--- config.mk ---
export PLATFORM = sky130hd
export DESIGN_NAME = hlt_div
export DESIGN_NICKNAME = d
export VERILOG_FILES = /design/src/rtl/hlt_pkg.sv /design/src/rtl/hlt_div.sv
export SDC_FILE = /design/constraint.sdc
export NUM_CORES = 1
export LEC_CHECK = 0
export ABC_CLOCK_PERIOD_IN_PS = 26300
export CORE_MARGIN = 2
export CORE_UTILIZATION = 51
export CTS_CLUSTER_DIAMETER = 50
export DETAILED_ROUTE_END_ITERATION = 8
export DONT_BUFFER_PORTS = 1
export GPL_TIMING_DRIVEN = 1
export PLACE_DENSITY_LB_ADDON = 0.08
export SLEW_MARGIN = 20
export SYNTH_ARGS = -nofsm -noshare
export SYNTH_HDL_FRONTEND = slang
export SYNTH_SLANG_ARGS = --single-unit
--- constraint.sdc ---
create_clock -name clock -period 26.3 [get_ports clock]
set_input_delay 7.89 -clock clock [delete_from_list [all_inputs] [get_ports clock]]
set_output_delay 7.89 -clock clock [all_outputs]
set_load 0.01 [all_outputs]
--- src/rtl/hlt_pkg.sv ---
package hlt_pkg;

   localparam int FX_W = 17;
   localparam int DEN_W = 18;
   localparam logic [FX_W-1:0] FX_ONE = 17'h10000;
   localparam logic [FX_W-1:0] FX_HALF = 17'h08000;
   localparam logic [FX_W-1:0] FX_THIRD = 17'd21845;

   // restoring divider: quotient bits resolved per pipeline stage, fewer in the last
   localparam int DIV_STEP = 3;
   localparam int DIV_STAGES = (FX_W + DIV_STEP - 1) / DIV_STEP;

   // floor(h6 / 6) as (h6 * HUE_RECIP) >> HUE_RECIP_SHIFT, exact for h6 < 2^19
   localparam logic [17:0] HUE_RECIP = 18'd174763;
   localparam int HUE_RECIP_SHIFT = 20;

   // floor(m * 65536 / 100) = m*655 + floor(9m / 25), the latter by reciprocal
   localparam logic [9:0] SHIFT_INT = 10'd655;
   localparam logic [3:0] SHIFT_FRAC_MUL = 4'd9;
   localparam logic [11:0] SHIFT_RECIP = 12'd2622;

   localparam logic [7:0] SHIFT_RESET = 8'hEF;

   typedef struct packed {
      logic [FX_W-1:0] lum;
      logic [7:0] alpha;
      logic [2:0] base;
      logic neg;
      logic grey;
   } side_type;

endpackage

--- src/rtl/hlt_div.sv ---
module hlt_div (
   input logic clock,
   input logic [hlt_pkg::DIV_STAGES-1:0] en,
   input logic [hlt_pkg::FX_W-1:0] num,
   input logic [hlt_pkg::DEN_W-1:0] den,
   output logic [hlt_pkg::FX_W-1:0] quo
);

   localparam int NS = hlt_pkg::DIV_STAGES;
   localparam int QW = hlt_pkg::FX_W;
   localparam int DW = hlt_pkg::DEN_W;

   logic [DW-1:0] rem_ff [NS];
   logic [DW-1:0] rem_in [NS];
   logic [DW-1:0] den_ff [NS];
   logic [DW-1:0] den_in [NS];
   logic [QW-1:0] quo_ff [NS];
   logic [QW-1:0] quo_in [NS];

   always_comb begin
      logic [DW-1:0] r;
      logic [DW-1:0] d;
      logic [QW-1:0] q;
      logic [DW:0] cand;
      int b;
      for (int k = 0; k < NS; k++) begin
         if (k == 0) begin
            r = DW'(num);
            d = den;
            q = '0;
         end else begin
            r = rem_ff[k-1];
            d = den_ff[k-1];
            q = quo_ff[k-1];
         end
         for (int j = 0; j < hlt_pkg::DIV_STEP; j++) begin
            b = QW - 1 - k * hlt_pkg::DIV_STEP - j;
            if (b >= 0) begin
               // numerator is num << 16: the top step sees num itself, later ones shift in 0
               cand = (b == QW - 1) ? {1'b0, r} : {r, 1'b0};
               if (cand >= {1'b0, d}) begin
                  cand = cand - {1'b0, d};
                  q[b] = 1'b1;
               end
               r = cand[DW-1:0];
            end
         end
         rem_in[k] = r;
         den_in[k] = d;
         quo_in[k] = q;
      end
   end

   always_ff @(posedge clock) begin
      for (int k = 0; k < NS; k++) begin
         if (en[k]) begin
            rem_ff[k] <= rem_in[k];
            den_ff[k] <= den_in[k];
            quo_ff[k] <= quo_in[k];
         end
      end
   end

   assign quo = quo_ff[NS-1];

endmodule

==> results.cfg, run 1 <==
[critical_path]
crit_type = in -> reg
start_kind = input pin
worst_ep_required_time_ns = 26.58
worstPathArrival_ns = 16.35
end_kind = register
critPathMaxStageDelay_ns = 0.60
crit_path_top_delay_cell = mux2i_4
critPathMaxFanout = 21

[grt]
grt_pass1_vias = 18700
grt_max_degree = 52
grt_usage = 0.250
grt_pass1_wl_um = 98700
antenna_found_initial = 1
overflow = 0

[sta]
worst_pin_slew_ns = 1.02
finalCriticalPeriod_ns = 16.07
rsz0062_at_grt = false
timing.fmax_mhz = 62.2
setup_viol = 0
slew_headroom = 0.321
finClkSkew_ns = 0.0255
whs_ns = 0.408
layout_setup_ws_ns = 10.23
tns_ns = 0
slew_violations = 0
fin_crit_sh = 0.611
hold_viol_final = 0

[placed_design]
placedInstanceArea_um2 = 24700
io_buffers = 0
post-place-ws_ns = 9.85
dpl.hpwl_um = 50600
gp_congestion = 0.935

[drt]
vias_per_cell = 6.00
drtIter0Drc = 1455
drt_first_pass_iters = 5
wl_per_cell_um = 19.6
vias = 19300
routed_wl_um = 63000
drc = 0
ant_nets = 0

[floorplan]
start_util = 0.517
io_pins = 59
core_area_um2 = 46600
dieArea_um2 = 48900
die_w_um = 221
die_y_um = 221
rows = 79

[logic_synthesis]
yosys_most_used_dff = edfxtp_1
synth_xor_area_frac = 0.0757
synth_simple_gate_area_frac = 0.141
synth_fp_nets = 2918
ys_seq_area_frac = 0.302
ys_async_sr_fraction = 0
syn_area_um2 = 24100
synth.area.mux_share = 0.0755
synth_cell_types = 91
synth_edf_count = 242
synth_fa_ha_area_frac = 0.159
yosys_warnings = 0
synth_top_family_by_area = compound AO/OA/AOI/OAI gates
synth_compound_area_frac = 0.208
syn_inst = 2574
synth_seq_cells = 242
syn_area_per_cell_um2 = 9.35

[layout]
diodes = 0
final_cell_area_um2 = 26000
drive_gt1_frac = 0.0944
area_growth_pct = 7.92
final_nets = 2921

[cts]
hold_buffers = 0
cts_buffer_depth = 3
cts_resized = 0
clk_latency_ns = 0.55
htree_levels = 2
clkTransAtPathRegs_ns = 0.06
cts_buffers = 37
cts_root_buf = clkbuf_16
cts_setup_buffers = 0
cts_tree = done
cts.sink_count = 242

[hold_path]
hp-class = reg -> reg

[status]
status = completed

[flow_run]
max-cap-violations = 0
==> state kept, by name, summed over array words and instances, names as in the netlist <==
name	count
den_ff	90
rem_ff	90
quo_ff	62
==> cells by family after synthesis <==
| logic type | Yosys count |
|---|---|
| AND/OR/NAND/NOR | 674 |
| buffers and inverters | 233 |
| flip-flops | 242 |
| XOR/XNOR | 208 |
| AO/OA/AOI/OAI | 758 |
| multiplexers | 157 |
| adder cells (fa/ha/maj) | 302 |
==> path summary, 6_finish.rpt <==
| check | from | to | slack [ns] | cells past startpoint |
|---|---|---|---|---|
| worst max-delay path | num[0] | rem_ff[0][16]$_DFFE_PP_ | 10.23 | 35 |
| worst min-delay path | quo_ff[2][14]$_DFFE_PP_ | quo_ff[3][14]$_DFFE_PP_ | 0.41 | 0 |
| worst max register to register | den_ff[1][1]$_DFFE_PP_ | rem_ff[2][2]$_DFFE_PP_ | 14.76 | 34 |
| worst min register to register | quo_ff[2][14]$_DFFE_PP_ | quo_ff[3][14]$_DFFE_PP_ | 0.41 | 0 |
==> synthesized netlist by cell type (all sizes together) (23+ instances only) <==
cell type,count,area (um2)
a211oi,31,243
nand2b,41,257
and3,23,144
nand2,168,633
nor3,53,277
o21ai,174,871
nand4,32,200
inv,188,713
o21a,44,330
xnor2,136,1190
edfxtp,242,7270
nor2b,44,275
ha,295,3690
a21o,116,871
xor2,72,631
clkbuf,24,90.1
a21oi,184,921
mux2,132,1550
o21bai,28,210
mux2i,25,263
nor2,159,604
nand3,59,295
==> routing by layer <==
metal  routed length, um  global-route usage  share of wire
met1               28700               0.332           0.46
met2               29700               0.423           0.47
met3                2600              0.0327          0.041
met4                1930              0.0842          0.031
met5                  13                   0        0.00021
==> cell usage in the layout (no fill, tap or decap), drive strengths merged, types with 32 or more instances in the layout <==
cell type / count
mux2: 132
inv: 198
a21oi: 184
nand2b: 41
a21o: 116
nor3: 53
nor2b: 44
o21ai: 174
nand2: 168
edfxtp: 242
clkbuf: 40
o21a: 44
nor2: 159
nand3: 59
xnor2: 136
xor2: 72
ha: 295
nand4: 32
==> critical path: cells and delay by family <==
kind,cells,cell delay (ns)
simple gates,6,0.74
compound gates,18,4.75
buf+inv,4,0.38
fa+ha+maj,4,1.20
mux,3,1.34
==> layout make-up <==
class	instances	area [um2]
Clock buffer	40	980
Inverter	188	713
Tap cell	607	759
Clock inverter	27	307
Multi-Input combinational cell	2099	15900
Timing Repair Buffer	9	67.6
Sequential cell	242	7270
Fill cell	4136	20600
==> per-stage QoR <==
step | utilization | cells
global route | 0.558 | 3212
finish | 0.558 | 3212
floorplan | - | 2574
detailed placement | 0.530 | 3145
CTS | 0.558 | 3212
global placement | 0.530 | 3145
Power of run 1 is left out: the tool's default activity adds up to more than one toggle a clock period on the data nets, which glitch-free logic cannot reach.
==> run 2: changes to the inputs <==
--- a/config.mk
+++ b/config.mk
@@ -5,7 +5,8 @@
 export SDC_FILE = /design/constraint.sdc
 export NUM_CORES = 1
 export LEC_CHECK = 0
-export ABC_CLOCK_PERIOD_IN_PS = 26300
+export ABC_AREA = 1
+export ABC_CLOCK_PERIOD_IN_PS = 15900
 export CORE_MARGIN = 2
 export CORE_UTILIZATION = 51
 export CTS_CLUSTER_DIAMETER = 50
==> constraint.sdc (replaced) <==
create_clock -name clock -period 15.9 [get_ports clock]
set_input_delay 4.77 -clock clock [delete_from_list [all_inputs] [get_ports clock]]
set_output_delay 4.77 -clock clock [all_outputs]
set_load 0.01 [all_outputs]
==> results.cfg, run 2 <==
[status]
status = completed

[critical_path]
cpMostUsedCell = nand2_1
worstPathArrival_ns = 10.96
crit_path_top_delay_cell = fa_1
crit_type = in -> reg
worst_ep_required_time_ns = 16.21
critPathMaxStageDelay_ns = 0.48
critPathMaxFanout = 25
start_kind = input pin
end_kind = register

[logic_synthesis]
synth_simple_gate_area_frac = 0.290
synth_commonest_cells = 1198 x nand2_1, 419 x inv_1, 295 x ha_1
synth_cell_types = 53
yosys_most_used_dff = edfxtp_1
syn_area_um2 = 25700
synth_top_family_by_area = simple AND/OR/NAND/NOR gates
synth_xor_area_frac = 0.0739
syn_area_per_cell_um2 = 7.19
yosysTopAreaCellShare = 0.283
yosysTopAreaCell = edfxtp_1
synth_compound_area_frac = 0.127
synth.area.mux_share = 0
yosys_warnings = 0
synth_fp_nets = 3918
synth_most_common_cell = nand2_1
syn_inst = 3574
synth_fa_ha_area_frac = 0.149
synth_seq_cells = 242
ys_seq_area_frac = 0.283
synth.area.top_cells = edfxtp_1 28%, nand2_1 17%, ha_1 14%, inv_1 6.1%, a21oi_1 5.0%
ys_async_sr_fraction = 0
synth_edf_count = 242

[floorplan]
die_y_um = 229
core_area_um2 = 50000
dieArea_um2 = 52200
start_util = 0.515
io_pins = 59
die_w_um = 229
rows = 82

[grt]
grt_pass1_vias = 22200
overflow = 0
antenna_found_initial = 0
grt_max_degree = 52
grt_usage = 0.279
grt_pass1_wl_um = 117000

[drt]
routed_wl_um = 73100
vias = 23300
drc = 0
vias_per_cell = 5.46
wl_per_cell_um = 17.1
drtIter0Drc = 1842
drt_first_pass_iters = 5
ant_nets = 0

[sta]
timing.fmax_mhz = 93.9
setup_viol = 0
hold_viol_final = 0
fin_crit_sh = 0.670
rsz0062_at_grt = false
tns_ns = 0
finClkSkew_ns = 0.0260
worst_pin_slew_ns = 0.828
whs_ns = 0.401
slew_violations = 0
slew_headroom = 0.446
finalCriticalPeriod_ns = 10.65

[flow_run]
max-cap-violations = 0

[placed_design]
dpl.hpwl_um = 60300
io_buffers = 0
place_inst = 4202
gp_congestion = 0.952
placedInstanceArea_um2 = 26200

[layout]
diodes = 0
fillers = 4895
finalNonFillerCells = 4270
drive_gt1_frac = 0.0542
final_common_cell = nand2_1
final_nets = 3913
final_cell_area_um2 = 27400
reg_top3 = den_ff: 90 flops, rem_ff: 90 flops, quo_ff: 62 flops
area_growth_pct = 6.75
register_area_um2 = 7270
multi_input_area_um2 = 16500
layout_common_cells = 1198 x nand2_1, 419 x inv_1, 295 x ha_1, 257 x a21oi_1, 242 x edfxtp_1

[cts]
cts_tree = done
cts_resized = 0
cts_buffers = 37
hold_buffers = 0
cts_buffer_depth = 3
htree_levels = 2
clkTransAtPathRegs_ns = 0.06
cts_setup_buffers = 0
cts.sink_count = 242
clk_latency_ns = 0.56
cts_root_buf = clkbuf_16

[hold_path]
hp-class = reg -> reg
[run 2: worst max-delay path: cells and delay by family]
kind / cells / cell delay (ns)
buffers and inverters: 5 / 0.77
and+or+nand+nor: 19 / 2.53
adders and majority gates: 4 / 1.44
AOI/OAI and AO/OA: 7 / 1.48
[run 2: final timing paths]
path / from / end / slack, ns / cells past startpoint
min: quo_ff[3][10]$_DFFE_PP_ / quo_ff[4][10]$_DFFE_PP_ / 0.40 / 0
min reg2reg: quo_ff[3][10]$_DFFE_PP_ / quo_ff[4][10]$_DFFE_PP_ / 0.40 / 0
max reg2reg: den_ff[2][2]$_DFFE_PP_ / rem_ff[3][1]$_DFFE_PP_ / 8.57 / 37
max: num[0] / rem_ff[0][14]$_DFFE_PP_ / 5.25 / 35
[run 2: area by class of cell]
class                   count  share of cell area
inverters                 435              0.0598
clock inverters            30              0.0108
clock buffers              38              0.0339
multi-input cells        2851               0.600
well taps                 672              0.0306
repair buffers              2            0.000547
flip-flops and latches    242               0.265
[run 2: kinds of logic after synthesis]
family / after synthesis
AOI/OAI and AO/OA: 579
xor gates and xnor gates: 217
adders and majority gates: 302
buffers and inverters: 481
DFF: 242
and+or+nand+nor: 1753
[run 2: routing by layer]
metal,vias up,routed length (um),track usage
met1,10700,34100,0.388
met3,108,3920,0.0318
met5,-,0,0
met4,0,2280,0.0913
li1,11900,-,-
met2,613,32800,0.453
[run 2: through the flow]
stage,setup slack [ns],util
final,5.25,0.549
after global routing,4.47,0.549
after CTS,5.37,0.549
after detailed placement,4.78,0.525
after global placement,4.91,0.525
after floorplan,6.10,-
Power of run 2 is left out for the same reason.
